--- config.mk ---
export PLATFORM = sky130hd
export DESIGN_NAME = ring_entry_buffer_offset_find_unit
export DESIGN_NICKNAME = d
export VERILOG_FILES = /design/src/sv/rebofu_pkg.sv /design/src/sv/rebofu_store.sv /design/src/sv/ring_entry_buffer_offset_find_unit.sv
export SDC_FILE = /design/constraint.sdc
export NUM_CORES = 1
export LEC_CHECK = 0
export ABC_CLOCK_PERIOD_IN_PS = 12600
export BUFFER_PORTS_ARGS = -buffer_cell sky130_fd_sc_hd__buf_2
export CORE_UTILIZATION = 40
export DETAILED_ROUTE_END_ITERATION = 7
export SETUP_SLACK_MARGIN = 0.5
export SLEW_MARGIN = 20
export SYNTH_ARGS = -nofsm -noshare
export SYNTH_HDL_FRONTEND = slang
export SYNTH_SLANG_ARGS = --single-unit
--- constraint.sdc ---
create_clock -name aclk -period 12.6 [get_ports aclk]
set_clock_uncertainty 0.15 [all_clocks]
set_input_delay 1.26 -clock aclk [delete_from_list [all_inputs] [get_ports aclk]]
set_output_delay 1.26 -clock aclk [all_outputs]
set_load 0.02 [all_outputs]
--- src/sv/rebofu_pkg.sv ---
// Package for the ring entry buffer: field widths, opcodes, request/result structs.
// No dependencies.
`default_nettype none

package rebofu_pkg;

    localparam int HANDLE_W = 32;
    localparam int LEN_W    = 16;
    localparam int POS_W    = 20;
    localparam int SLOT_W   = 4;

    localparam logic OP_ADD  = 1'b0;
    localparam logic OP_FIND = 1'b1;

    typedef struct packed {
        logic                opcode;
        logic [HANDLE_W-1:0] data_handle;
        logic [LEN_W-1:0]    data_length;
        logic [POS_W-1:0]    byte_position;
    } req_t;

    typedef struct packed {
        logic                hit;
        logic [HANDLE_W-1:0] result_handle;
        logic                evicted;
        logic [LEN_W-1:0]    offset_in_entry;
        logic [SLOT_W-1:0]   slot_index;
    } rsp_t;

endpackage

`default_nettype wire

--- src/sv/rebofu_store.sv ---
// Entry store: handle and length memories, one write and one registered read port.
// Depends on rebofu_pkg (field widths). Read-first when both ports hit one entry.
`default_nettype none

module rebofu_store #(
    parameter int DEPTH = 16,
    localparam int AW   = $clog2(DEPTH)
) (
    input  wire logic                          aclk,
    input  wire logic                          wr_en,
    input  wire logic [AW-1:0]                 wr_addr,
    input  wire logic [rebofu_pkg::HANDLE_W-1:0] wr_handle,
    input  wire logic [rebofu_pkg::LEN_W-1:0]  wr_length,
    input  wire logic                          rd_en,
    input  wire logic [AW-1:0]                 rd_addr,
    output logic      [rebofu_pkg::HANDLE_W-1:0] rd_handle,
    output logic      [rebofu_pkg::LEN_W-1:0]  rd_length
);

    logic [rebofu_pkg::HANDLE_W-1:0] handle_mem [DEPTH];
    logic [rebofu_pkg::LEN_W-1:0]    length_mem [DEPTH];
    logic [rebofu_pkg::HANDLE_W-1:0] rd_handle_reg;
    logic [rebofu_pkg::LEN_W-1:0]    rd_length_reg;

    always_ff @(posedge aclk) begin
        if (rd_en) begin
            rd_handle_reg <= handle_mem[rd_addr];
            rd_length_reg <= length_mem[rd_addr];
        end
        if (wr_en) begin
            handle_mem[wr_addr] <= wr_handle;
            length_mem[wr_addr] <= wr_length;
        end
    end

    assign rd_handle = rd_handle_reg;
    assign rd_length = rd_length_reg;

endmodule

`default_nettype wire

--- src/sv/ring_entry_buffer_offset_find_unit.sv ---
// Ring of DEPTH entries (handle, byte length) that overwrites the oldest entry when
// full, and finds the entry holding a byte offset into the stored data, oldest
// first. One request is worked on at a time. An add goes through the ADD and DONE
// states to the result. A find reads one stored entry per cycle from the synchronous
// entry store and stops at the first hit or after the last stored entry; an empty
// ring answers without a walk. A new request is taken as soon as the previous result
// sits in the output register, even while that result is still waiting for m_ready.
// Depends on rebofu_pkg and rebofu_store.
`default_nettype none

module ring_entry_buffer_offset_find_unit #(
    parameter int DEPTH = 16
) (
    input  wire logic              aclk,
    input  wire logic              aresetn,
    input  wire logic              s_valid,
    output logic                   s_ready,
    input  wire rebofu_pkg::req_t  s_req,
    output logic                   m_valid,
    input  wire logic              m_ready,
    output rebofu_pkg::rsp_t       m_rsp
);

    localparam int PTR_W = $clog2(DEPTH);
    localparam int CNT_W = PTR_W + 1;
    localparam logic [PTR_W-1:0] LAST_SLOT = PTR_W'(DEPTH - 1);
    localparam logic [CNT_W-1:0] DEPTH_CNT = CNT_W'(DEPTH);

    typedef enum logic [3:0] {
        ST_IDLE = 4'b0001,
        ST_ADD  = 4'b0010,
        ST_FIND = 4'b0100,
        ST_DONE = 4'b1000
    } state_t;

    function automatic logic [PTR_W-1:0] next_ptr(input logic [PTR_W-1:0] p);
        return (p == LAST_SLOT) ? '0 : p + 1'b1;
    endfunction

    function automatic logic [rebofu_pkg::SLOT_W-1:0] slot_of(input logic [PTR_W-1:0] p);
        logic [PTR_W+rebofu_pkg::SLOT_W-1:0] w;
        w = {{rebofu_pkg::SLOT_W{1'b0}}, p};
        return w[rebofu_pkg::SLOT_W-1:0];
    endfunction

    state_t state_reg, state_next;

    logic [PTR_W-1:0] wp_reg, rp_reg;
    logic             full_reg;
    logic             evict_reg;
    logic [PTR_W-1:0] slot_reg;
    logic [rebofu_pkg::POS_W-1:0] pos_reg;
    logic [CNT_W-1:0] n_reg, iss_cnt_reg, chk_cnt_reg;
    logic [PTR_W-1:0] iss_idx_reg, rsp_idx_reg;
    logic             rsp_vld_reg;
    rebofu_pkg::rsp_t res_reg, out_reg;
    logic             out_vld_reg;

    logic             accept, is_add, empty, issue, hit_now, last_chk, load_out;
    logic [PTR_W-1:0] wp_inc;
    logic [CNT_W-1:0] n_now;
    logic             rd_en;
    logic [PTR_W-1:0] rd_addr;
    logic [rebofu_pkg::HANDLE_W-1:0] rd_handle;
    logic [rebofu_pkg::LEN_W-1:0]    rd_length;

    assign s_ready  = (state_reg == ST_IDLE);
    assign accept   = s_valid && s_ready;
    assign is_add   = (s_req.opcode == rebofu_pkg::OP_ADD);
    assign empty    = (wp_reg == rp_reg) && !full_reg;
    assign wp_inc   = next_ptr(wp_reg);
    assign issue    = (state_reg == ST_FIND) && (iss_cnt_reg < n_reg);
    assign hit_now  = rsp_vld_reg &&
                      (pos_reg < {{(rebofu_pkg::POS_W-rebofu_pkg::LEN_W){1'b0}}, rd_length});
    assign last_chk = (chk_cnt_reg + 1'b1) == n_reg;
    assign load_out = (state_reg == ST_DONE) && (!out_vld_reg || m_ready);

    always_comb begin
        if (full_reg) begin
            n_now = DEPTH_CNT;
        end else if (wp_reg >= rp_reg) begin
            n_now = {1'b0, wp_reg} - {1'b0, rp_reg};
        end else begin
            n_now = {1'b0, wp_reg} + DEPTH_CNT - {1'b0, rp_reg};
        end
    end

    assign rd_en   = accept || issue;
    assign rd_addr = (state_reg == ST_FIND) ? iss_idx_reg : rp_reg;

    rebofu_store #(.DEPTH(DEPTH)) u_store (
        .aclk      (aclk),
        .wr_en     (accept && is_add),
        .wr_addr   (wp_reg),
        .wr_handle (s_req.data_handle),
        .wr_length (s_req.data_length),
        .rd_en     (rd_en),
        .rd_addr   (rd_addr),
        .rd_handle (rd_handle),
        .rd_length (rd_length)
    );

    always_comb begin
        state_next = state_reg;
        unique case (state_reg)
            ST_IDLE: begin
                if (accept) begin
                    if (is_add) begin
                        state_next = ST_ADD;
                    end else if (empty) begin
                        state_next = ST_DONE;
                    end else begin
                        state_next = ST_FIND;
                    end
                end
            end
            ST_ADD:  state_next = ST_DONE;
            ST_FIND: begin
                if (rsp_vld_reg && (hit_now || last_chk)) begin
                    state_next = ST_DONE;
                end
            end
            ST_DONE: begin
                if (load_out) begin
                    state_next = ST_IDLE;
                end
            end
            default: state_next = ST_IDLE;
        endcase
    end

    // control state
    always_ff @(posedge aclk) begin
        if (!aresetn) begin
            state_reg   <= ST_IDLE;
            wp_reg      <= '0;
            rp_reg      <= '0;
            full_reg    <= 1'b0;
            rsp_vld_reg <= 1'b0;
            out_vld_reg <= 1'b0;
        end else begin
            state_reg <= state_next;
            if (accept && is_add) begin
                wp_reg   <= wp_inc;
                full_reg <= full_reg || (wp_inc == rp_reg);
                if (full_reg) begin
                    rp_reg <= next_ptr(rp_reg);
                end
            end
            if (accept) begin
                rsp_vld_reg <= !is_add && !empty;
            end else if (state_reg == ST_FIND) begin
                rsp_vld_reg <= issue;
            end else begin
                rsp_vld_reg <= 1'b0;
            end
            if (load_out) begin
                out_vld_reg <= 1'b1;
            end else if (m_ready) begin
                out_vld_reg <= 1'b0;
            end
        end
    end

    // request and walk datapath
    always_ff @(posedge aclk) begin
        if (accept) begin
            evict_reg   <= full_reg;
            slot_reg    <= wp_reg;
            pos_reg     <= s_req.byte_position;
            n_reg       <= n_now;
            chk_cnt_reg <= '0;
            iss_idx_reg <= next_ptr(rp_reg);
            iss_cnt_reg <= CNT_W'(1);
            rsp_idx_reg <= rp_reg;
            if (!is_add && empty) begin
                res_reg <= '0;
            end
        end
        if (issue) begin
            iss_idx_reg <= next_ptr(iss_idx_reg);
            iss_cnt_reg <= iss_cnt_reg + 1'b1;
            rsp_idx_reg <= iss_idx_reg;
        end
        if (state_reg == ST_ADD) begin
            res_reg.hit             <= 1'b0;
            res_reg.result_handle   <= evict_reg ? rd_handle : '0;
            res_reg.evicted         <= evict_reg;
            res_reg.offset_in_entry <= '0;
            res_reg.slot_index      <= slot_of(slot_reg);
        end
        if (state_reg == ST_FIND && rsp_vld_reg) begin
            if (hit_now) begin
                res_reg.hit             <= 1'b1;
                res_reg.result_handle   <= rd_handle;
                res_reg.evicted         <= 1'b0;
                res_reg.offset_in_entry <= pos_reg[rebofu_pkg::LEN_W-1:0];
                res_reg.slot_index      <= slot_of(rsp_idx_reg);
            end else begin
                pos_reg     <= pos_reg - {{(rebofu_pkg::POS_W-rebofu_pkg::LEN_W){1'b0}},
                                          rd_length};
                chk_cnt_reg <= chk_cnt_reg + 1'b1;
                if (last_chk) begin
                    res_reg <= '0;
                end
            end
        end
        if (load_out) begin
            out_reg <= res_reg;
        end
    end

    assign m_valid = out_vld_reg;
    assign m_rsp   = out_reg;

endmodule

`default_nettype wire

==> flow_metrics.py, run 1 <==
metrics = {
    "status": {
        "status": "finished, final reports clean",
    },
    "timing": {
        "worstMarginPinSlew_ns": 1.112,
        "tns_ns": 0,
        "slew_viol_final": 0,
        "setup_violations": 0,
        "hold_ws_ns": 0.2787,
        "fmax_mhz": 201.9,
        "rsz0062_at_grt": "no",
        "hold_viol": 0,
        "fin_crit_sh_pct": 39.31,
        "fin_ws_ns": 7.647,
        "finalCriticalPeriod_ns": 4.953,
        "slew_headroom_pct": 25.72,
    },
    "grt": {
        "grt_first_pass_wirelength_um": 131800,
        "grt_pass1_vias": 20670,
        "grt_max_degree": 62,
        "overflow": 0,
        "grt.total_usage_pct": 18.16,
        "antenna_found_initial": 13,
    },
    "detailed_routing": {
        "dr.pass1.iters": 5,
        "detail_route.vias_per_cell": 5.467,
        "vias": 20540,
        "drt-initial-drc-count": 1871,
        "wl_per_cell_um": 23.56,
        "drtAntennaViolNets": 0,
        "routed_wl_um": 88510,
        "route.detailed.drc": 0,
    },
    "power_and_ir_drop": {
        "max-vdd-ir-drop_v": 0.00009887,
        "p_int_mw": 5.656,
        "clockPowerShare_pct": 42.3,
        "p_comb_share_pct": 6.2,
        "power.density_mw_per_mm2": 165.3,
        "swShare_pct": 21.87,
        "power_leakage_nw": 15.26,
        "switching_power_mw": 1.583,
        "seqPwrFrac_pct": 51.5,
    },
    "setup_path": {
        "worstPathArrival_ns": 5.19,
        "reg2reg_depth": 9,
        "start_kind": "flop",
        "r2r-start": "state_reg[3]",
        "rrSetupSlack_ns": 7.65,
        "crit_slowest_cell": "buf_4",
        "path_cells": "nor4b_4, buf_4, mux2i_4, buf_4, buf_4, buf_4, mux4_2, a22oi_1, o21ai_1",
        "cp_data_required_time_ns": 12.84,
        "slowest_delay_ns": 0.83,
        "cp_max_fo": 52,
        "crit_path_end_kind": "flop",
        "crit_top_cell": "buf_4",
        "worstSetupPathType": "reg -> reg",
        "timing.rr.end": "u_store.rd_length[11]",
    },
    "placed_design": {
        "dp_slack_ns": 7.585,
        "placed_cells": 3562,
        "dpl.hpwl_um": 47370,
        "gp_congestion": 0.8035,
        "place.port_buffers": 128,
    },
    "yosys": {
        "synth_async_sr_flop_share_pct": 0,
        "synth_warnings": 0,
        "synth.area.top_cells": "edfxtp_1 70%, mux4_2 5.8%, dfxtp_1 4.9%",
        "synth.cell_area_sq_mm": 0.03808,
        "ys_seq_area_share_pct": 75.36,
        "avgSynthCellArea_sq_um": 16.86,
        "synth_top_cell_area_share_pct": 70.42,
        "synth_edf_count": 893,
        "synth.distinct_cells": 56,
        "yosysTopAreaCell": "edfxtp_1",
        "ys.flop_type": "edfxtp_1",
        "synth-seq-cells": 987,
        "syn-num-nets": 2366,
        "synthCells": 2259,
    },
    "layout": {
        "seq_area_sq_mm": 0.02870,
        "final_net_count": 2519,
        "layout_commonest_cell": "edfxtp_1",
        "fin_util_pct": 46.71,
        "syn2layout_area_growth_pct": 15.00,
        "largest_register_ffs": 512,
        "nFillCells": 7852,
        "fin_cells": 3756,
        "drive_gt1_share_pct": 19.24,
        "largest_registers": "u_store.handle_mem (512), u_store.length_mem (256)",
        "multi_input_area_sq_mm": 0.008944,
        "layout_common_cells": "893 x edfxtp_1, 238 x nand2_1, 128 x buf_2, 116 x nand3_1, 105 x clkbuf_16",
        "largest-register": "u_store.handle_mem",
    },
    "floorplanning": {
        "fp.coreArea_sq_mm": 0.09375,
        "die_x_um": 310.5,
        "num_rows": 112,
        "start_util_pct": 40.62,
        "num_io_pins": 129,
        "fp.dieH_um": 310.5,
        "fp.dieArea_sq_mm": 0.09644,
    },
    "cts": {
        "clock_path_buffers": 3,
        "postCtsHoldBufs": 0,
        "cts_root_buffer": "clkbuf_16",
        "cts_resized": 0,
        "postCtsSetupRepairBufs": 0,
        "cts_max_level": 3,
        "clk_latency_ns": 0.65,
        "cts_buffers": 101,
        "cts.sinks": 987,
        "cts_tree": "done",
        "clk_pin_slew_ns": 0.06,
    },
    "min_path": {
        "worstHoldStart": "res_reg[22]",
        "hold-path-cell-count": 0,
        "hold_path.class": "reg -> reg",
        "min_to": "m_rsp[22]",
    },
    "job": {
        "drv_cap": 0,
    },
}
-- cell type report --
| class | count | share of cell area [%] |
|---|---|---|
| Multi-Input combinational cell | 1113 | 20.42 |
| Clock buffer | 132 | 6.483 |
| Tap cell | 1254 | 3.583 |
| Antenna cell | 2 | 0.01143 |
| Sequential cell | 987 | 65.53 |
| Timing Repair Buffer | 171 | 2.229 |
| Inverter | 38 | 0.3257 |
| Clock inverter | 59 | 1.414 |
-- cell usage after synthesis (4+ instances only) --
cell type and n:
and2_1 5, nor2_1 57, o21ai_0 13, o21ai_1 49, nor3_1 12, ha_1 32, o21a_1 9, nand3_1 116
a21o_1 15, a31oi_1 15, and3_1 10, a211oi_1 4, nand4_1 5, clkbuf_1 63, mux2_2 8, edfxtp_1 893
o211ai_1 4, xor2_1 13, a22oi_1 48, inv_1 37, a221o_1 47, mux2i_1 102, dfxtp_1 94, a22o_1 54
buf_1 8, o22ai_1 5, nand2_1 239, buf_2 50, xnor2_1 20, a21oi_1 80, mux4_2 98, nand2b_1 8
-- logic make-up after synthesis --
kind of cell | after synthesis | synth area share, %
flops | 987 | 75.36
simple gates | 473 | 5.510
compound gates | 363 | 6.706
mux | 210 | 8.773
buf+inv | 159 | 1.732
fa+ha+maj | 34 | 1.157
xor+xnor | 33 | 0.7590
-- metal layers --
metal  global-route usage, %  vias to the layer above  wire, um
met4                   5.558                        6      2049
met5                       0                        -        41
met1                   25.44                    10520     38890
met2                   29.08                      639     42020
li1                        -                     9219         -
met3                   2.970                      153      5505
-- worst max-delay path, delay by kind of cell, from the launching register on --
| kind | cells | cell delay [ns] |
|---|---|---|
| buf+inv | 4 | 2.56 |
| mux | 2 | 0.84 |
| compound gates | 2 | 0.37 |
| flops | 1 | 0.36 |
| simple gates | 1 | 0.27 |
-- worst max path at each step --
stage / slack (ns) / from / cells after the start / to
2_1_floorplan: 6.66 / state_reg[3] / 7 / u_store.handle_mem[0][0]
3_3_place_gp: 7.65 / state_reg[3] / 9 / u_store.rd_length[10]
3_5_place_dp: 7.58 / state_reg[3] / 9 / u_store.rd_handle[29]
4_1_cts: 7.56 / state_reg[3] / 9 / u_store.rd_handle[29]
5_1_grt: 7.31 / state_reg[3] / 9 / u_store.rd_handle[29]
6_report: 7.65 / state_reg[3] / 9 / u_store.rd_length[11]
-- stage by stage --
| step | power (mW) | area (sq um) |
|---|---|---|
| detailed placement | 4.246 | 40310 |
| global placement | 4.230 | 40300 |
| CTS | 7.302 | 43770 |
| finish | 7.239 | 43790 |
| floorplan | 4.078 | 38080 |
| global route | 7.481 | 43790 |
-- power groups by stage --
| stage | Sequential [mW] | Clock [mW] | Combinational, mW |
|---|---|---|---|
| after CTS | 3.73 | 3.12 | 0.452 |
| after detailed placement | 3.80 | 0 | 0.450 |
| final | 3.73 | 3.06 | 0.449 |
| after floorplan | 3.78 | 0 | 0.300 |
| after global placement | 3.79 | 0 | 0.435 |
| after global routing | 3.73 | 3.25 | 0.500 |
No activity file was read; power rests on OpenSTA's default activity.
==> run 2: changes to the inputs <==
--- a/config.mk
+++ b/config.mk
@@ -5,7 +5,7 @@
 export SDC_FILE = /design/constraint.sdc
 export NUM_CORES = 1
 export LEC_CHECK = 0
-export ABC_CLOCK_PERIOD_IN_PS = 12600
+export ABC_CLOCK_PERIOD_IN_PS = 4800
 export BUFFER_PORTS_ARGS = -buffer_cell sky130_fd_sc_hd__buf_2
 export CORE_UTILIZATION = 40
 export DETAILED_ROUTE_END_ITERATION = 7
==> constraint.sdc (replaced) <==
create_clock -name aclk -period 4.8 [get_ports aclk]
set_clock_uncertainty 0.15 [all_clocks]
set_input_delay 0.48 -clock aclk [delete_from_list [all_inputs] [get_ports aclk]]
set_output_delay 0.48 -clock aclk [all_outputs]
set_load 0.02 [all_outputs]
==> run 2 against run 1 <==
  * Non-clock buffer count rose by 41
  * Sequential cell count did not move
  * Sequential share of layout area fell by 1.1 points
  * Via count rose by 2.2%
  * Clock-buffer cell count rose by 15
  * Combinational power rose to 2.7 times the previous value
  * Worst hold slack got worse by 0.24 ns
  * Cell count rose by 1.1%
  * Power rose to 2.6 times the previous value
  * Final area rose by 1.6%
  * Largest power group unchanged
==> flow_metrics.py, run 2 (synthesis gave the netlist of run 1 again) <==
metrics = {
    "timing": {
        "fin_crit_sh_pct": 75.63,
        "fin_ws_ns": 1.170,
        "rsz0062_at_grt": "no",
        "worstMarginPinSlew_ns": 0.9932,
        "slew_headroom_pct": 32.85,
        "tns_ns": 0,
        "finalCriticalPeriod_ns": 3.630,
        "hold_viol": 0,
        "fmax_mhz": 275.5,
        "setup_violations": 0,
        "slew_viol_final": 0,
        "hold_ws_ns": 0.04071,
    },
    "floorplanning": {
        "num_rows": 112,
        "fp.coreArea_sq_mm": 0.09375,
        "fp.dieArea_sq_mm": 0.09644,
        "num_io_pins": 129,
        "fp.dieH_um": 310.5,
        "die_x_um": 310.5,
        "start_util_pct": 40.62,
    },
    "placed_design": {
        "dp_slack_ns": 1.106,
        "dpl.hpwl_um": 50290,
        "place_area_sq_mm": 0.04084,
        "placed_cells": 3577,
        "place.port_buffers": 128,
        "gp_congestion": 0.7982,
    },
    "detailed_routing": {
        "detail_route.vias_per_cell": 5.525,
        "drtAntennaViolNets": 0,
        "route.detailed.drc": 0,
        "wl_per_cell_um": 24.27,
        "drt-initial-drc-count": 2097,
        "vias": 20990,
        "dr.pass1.iters": 7,
        "routed_wl_um": 92220,
    },
    "layout": {
        "syn2layout_area_growth_pct": 16.89,
        "largest-register": "u_store.handle_mem",
        "fin_cells": 3799,
        "layout_commonest_cell": "edfxtp_1",
        "largest_registers": "u_store.handle_mem (512), u_store.length_mem (256)",
        "layout_common_cells": "893 x edfxtp_1, 238 x nand2_1, 128 x buf_2, 116 x nand3_1, 104 x clkbuf_16",
        "final_net_count": 2561,
        "drive_gt1_share_pct": 19.00,
        "fin_util_pct": 47.48,
        "design_area_sq_mm": 0.04451,
        "largest_register_ffs": 512,
    },
    "cts": {
        "cts_root_buffer": "clkbuf_16",
        "postCtsSetupRepairBufs": 0,
        "cts_max_level": 3,
        "cts.sinks": 987,
        "clock_path_buffers": 3,
        "clk_latency_ns": 0.68,
        "clk_pin_slew_ns": 0.06,
        "cts_tree": "done",
        "cts_buffers": 102,
    },
    "grt": {
        "grt_max_degree": 80,
        "antenna_found_initial": 8,
        "grt.total_usage_pct": 18.91,
        "overflow": 0,
        "grt_first_pass_wirelength_um": 136300,
        "grt_pass1_vias": 21040,
    },
    "setup_path": {
        "cp_max_fo": 37,
        "worstSetupPathType": "reg -> reg",
        "crit_path_end_kind": "flop",
        "cp_data_required_time_ns": 5.09,
        "worstPathArrival_ns": 3.92,
        "start_kind": "flop",
    },
    "power_and_ir_drop": {
        "power.density_mw_per_mm2": 423.5,
        "power_mw": 18.85,
        "power_leakage_nw": 15.49,
        "max-vdd-ir-drop_v": 0.0003383,
    },
    "status": {
        "status": "finished, final reports clean",
    },
    "min_path": {
        "hold_path.class": "in -> reg",
    },
    "job": {
        "drv_cap": 0,
    },
}
## run 2: path summary, 6_finish.rpt
path / cells after the start / end / start / slack (ns)
setup reg to reg: 8 / u_store.rd_length[1] / state_reg[3] / 1.17
hold / removal: 1 / u_store.handle_mem[6][18] / s_req[54] / 0.04
hold reg to reg: 0 / m_rsp[33] / res_reg[33] / 0.28
setup / recovery: 8 / u_store.rd_length[1] / state_reg[3] / 1.17
## run 2: cell type report
type	instances	area, sq um
tap	1254	1569
inverter	38	142.6
fill	7816	49240
clock inverter	45	481.7
clock buffer	147	2894
timing repair buffer	212	1757
antenna	3	7.507
multi-input combinational	1113	8961
sequential	987	28700
## run 2: worst max-delay path, stage by stage (launching register included)
cell and delay, ns:
dfxtp_1 0.37, nor4b_4 0.29, buf_4 0.31, mux2i_4 0.79, buf_12 0.36, buf_4 0.29
mux2i_1 0.10, a221o_1 0.36, o21ai_1 0.34
## run 2: layer usage
layer	up-vias	part of all wire [%]	GRT usage [%]
met5	-	0.024	0
met4	4	2.1	5.209
met3	137	5.7	3.050
met2	645	48	30.64
met1	10910	44	26.44
li1	9288	-	-
## run 2: where the power goes
group	switching, mW	total (mW)	internal, mW
logic	0.765	1.23	0.469
clock network	3.28	7.83	4.55
registers	0.158	9.79	9.63
## run 2: repair_timing
item	CTS	global route
endpoints found under the setup margin	0	0
hold endpoints to repair	80	0
hold buffers	26	0
gates resized for setup	0	0
==> run 3: changes to the inputs <==
--- a/config.mk
+++ b/config.mk
@@ -5,7 +5,8 @@
 export SDC_FILE = /design/constraint.sdc
 export NUM_CORES = 1
 export LEC_CHECK = 0
-export ABC_CLOCK_PERIOD_IN_PS = 4800
+export ABC_AREA = 1
+export ABC_CLOCK_PERIOD_IN_PS = 3500
 export BUFFER_PORTS_ARGS = -buffer_cell sky130_fd_sc_hd__buf_2
 export CORE_UTILIZATION = 40
 export DETAILED_ROUTE_END_ITERATION = 7
==> constraint.sdc (replaced) <==
create_clock -name aclk -period 3.5 [get_ports aclk]
set_clock_uncertainty 0.15 [all_clocks]
set_input_delay 0.35 -clock aclk [delete_from_list [all_inputs] [get_ports aclk]]
set_output_delay 0.35 -clock aclk [all_outputs]
set_load 0.02 [all_outputs]
==> run 3 against run 2 <==
  * Final area up 4.9%
  * Clock power increased by 27%
  * Register-to-register slack got worse by 0.45 ns
  * Clock-buffer cell count decreased by 6
  * Combinational power grew 64%
  * Critical path depth grew 7
  * First-iteration DRC count down 11%
  * Largest power group unchanged
==> flow_metrics.py, run 3 <==
metrics = {
    "status": {
        "status": "finished, final reports clean",
    },
    "layout": {
        "largest_registers": "u_store.handle_mem (512), u_store.length_mem (256)",
        "largest-register": "u_store.handle_mem",
        "fin_util_pct": 46.70,
        "drive_gt1_share_pct": 10.54,
        "largest_register_ffs": 512,
        "layout_commonest_cell": "edfxtp_1",
        "design_area_sq_mm": 0.04670,
        "syn2layout_area_growth_pct": 15.66,
        "final_net_count": 3668,
        "layout_common_cells": "893 x edfxtp_1, 672 x nand2_1, 488 x inv_1, 338 x o211ai_1, 318 x nand3_1",
    },
    "grt": {
        "grt_first_pass_wirelength_um": 144600,
        "overflow": 0,
        "grt_pass1_vias": 23950,
        "antenna_found_initial": 4,
        "grt_max_degree": 97,
        "grt.total_usage_pct": 18.55,
    },
    "yosys": {
        "synthAdderAreaFrac_pct": 1.091,
        "synth-seq-cells": 987,
        "synth.cell_area_sq_mm": 0.04038,
        "synth.area.top_cells": "edfxtp_1 66%, nand2_1 6.3%, o211ai_1 6.3%",
        "synth_compound_area_share_pct": 9.178,
        "synthSimpleGateAreaFrac_pct": 11.33,
        "synth.distinct_cells": 44,
        "yosysTopAreaCell": "edfxtp_1",
        "syn-num-nets": 3479,
        "synth_async_sr_flop_share_pct": 0,
        "yosys.area_share.xor_xnor_pct": 0.5856,
        "ys.flop_type": "edfxtp_1",
        "synthTopCellsByCount": "893 x edfxtp_1, 676 x nand2_1, 491 x inv_1",
        "synthMuxAreaShare_pct": 0.02479,
        "synth_edf_count": 893,
        "synth_top_family_by_area": "simple AND/OR/NAND/NOR gates",
        "synthCells": 3372,
        "ys_seq_area_share_pct": 71.07,
        "synth.most_common_cell": "edfxtp_1",
        "avgSynthCellArea_sq_um": 11.98,
        "synth_warnings": 0,
        "synth_top_cell_area_share_pct": 66.41,
    },
    "floorplanning": {
        "fp.coreArea_sq_mm": 0.1000,
        "num_io_pins": 129,
        "die_x_um": 319.7,
        "fp.dieArea_sq_mm": 0.1022,
        "start_util_pct": 40.38,
        "num_rows": 116,
        "fp.dieH_um": 319.7,
    },
    "detailed_routing": {
        "routed_wl_um": 95230,
        "detail_route.vias_per_cell": 5.091,
        "dr.pass1.iters": 6,
        "drt-initial-drc-count": 1874,
        "route.detailed.drc": 0,
        "wl_per_cell_um": 19.26,
        "vias": 25170,
        "drtAntennaViolNets": 0,
    },
    "cts": {
        "clock_path_buffers": 3,
        "clk_latency_ns": 0.66,
        "cts_buffers": 97,
        "postCtsSetupRepairBufs": 0,
        "clk_pin_slew_ns": 0.06,
        "cts_tree": "done",
        "cts_max_level": 3,
        "cts_root_buffer": "clkbuf_16",
        "cts.sinks": 987,
    },
    "min_path": {
        "hold_path.class": "in -> reg",
    },
    "placed_design": {
        "dpl.hpwl_um": 50280,
        "place.port_buffers": 128,
        "gp_congestion": 0.8016,
        "place_area_sq_mm": 0.04291,
    },
    "timing": {
        "slew_viol_final": 0,
        "setup_violations": 0,
        "slew_headroom_pct": 37.17,
        "fin_crit_sh_pct": 79.57,
        "worstMarginPinSlew_ns": 0.9425,
        "finalCriticalPeriod_ns": 2.785,
        "rsz0062_at_grt": "no",
        "hold_ws_ns": 0.04550,
        "hold_viol": 0,
        "fmax_mhz": 359.1,
    },
    "power_and_ir_drop": {
        "power.density_mw_per_mm2": 543.5,
        "power_leakage_nw": 17.69,
        "max-vdd-ir-drop_v": 0.0004115,
    },
    "setup_path": {
        "worstPathArrival_ns": 3.18,
        "cp_max_fo": 4,
        "crit_path_end_kind": "flop",
        "worstSetupPathType": "reg -> reg",
        "cp_data_required_time_ns": 3.90,
        "start_kind": "flop",
    },
    "job": {
        "drv_cap": 0,
    },
}
[run 3: cell count changes after synthesis, moves of 47 or more]
cell,before,now
a221o_1,47,0
a22o_1,54,0
a22oi_1,48,1
buf_2,50,117
inv_1,37,491
mux2i_1,102,1
mux4_2,98,0
nand2_1,239,676
nand3_1,116,319
o211ai_1,4,338
o21ai_0,13,142
[run 3: repair_timing]
item                       4_1_cts  5_1_grt
setup endpoints to repair        0       48
hold buffers                    73        0
gates resized for setup          0        4
hold endpoints to repair       799        0
[run 3: logic make-up after synthesis]
logic type,Yosys count
compound gates,564
xor+xnor,27
fa+ha+maj,34
buf+inv,674
flops,987
mux,1
simple gates,1085
[run 3: final timing paths]
path / start / endpoint / slack, ns / cells past startpoint
hold / removal: s_valid / wp_reg[2] / 0.05 / 5
setup / recovery: u_store.rd_length[0] / state_reg[0] / 0.71 / 15
hold reg to reg: u_store.rd_handle[5] / res_reg[26] / 0.28 / 2
setup reg to reg: u_store.rd_length[0] / state_reg[0] / 0.71 / 15
[run 3: worst max-delay path: stages, from the launching register on]
cell           delay (ns)
edfxtp_1             0.37
ha_1                 0.25
fa_2                 0.37
inv_1                0.08
nand3_1              0.08
nand2_2              0.12
nand2_1              0.08
nand3_2              0.10
nand2_1              0.07
nand2_2              0.12
nand2_1              0.08
nand2_1              0.06
nand2_1              0.07
nand3_1              0.08
nand3_1              0.06
dlygate4sd3_1        0.55
[run 3: stage by stage]
step | instances | total power, mW | setup slack (ns) | setup TNS (ns)
after floorplan | 3372 | 14.90 | -0.4307 | -267.14
after global placement | 4687 | 15.61 | 0.6703 | 0
after detailed placement | 4687 | 15.63 | 0.6041 | 0
after CTS | 4942 | 25.61 | 0.5107 | 0
after global routing | 4942 | 26.31 | 0.5358 | 0
final | 4944 | 25.39 | 0.7149 | 0
[run 3: final cells by class]
| type | count | area, sq um |
|---|---|---|
| inverter | 499 | 1886 |
| clock buffer | 141 | 2749 |
| timing repair buffer | 265 | 2240 |
| fill | 8884 | 53300 |
| multi-input combinational | 1711 | 9203 |
| antenna | 2 | 5.005 |
| clock inverter | 41 | 295.3 |
| sequential | 987 | 28700 |
| tap | 1298 | 1624 |
[run 3: per-layer routing]
metal  track usage [%]  wire [um]  up-vias
met5                 0         20        -
met4             5.705       2229        4
met3             2.476       4930      165
met2             29.97      44020      647
met1             26.01      44030    12140
li1                  -          -    12220
[run 3: where the power goes]
group	internal [mW]	switching (mW)	total, mW
sequential	13.3	0.188	13.4
combinational	0.678	1.35	2.02
clock	5.62	4.31	9.92
total	19.5	5.84	25.4
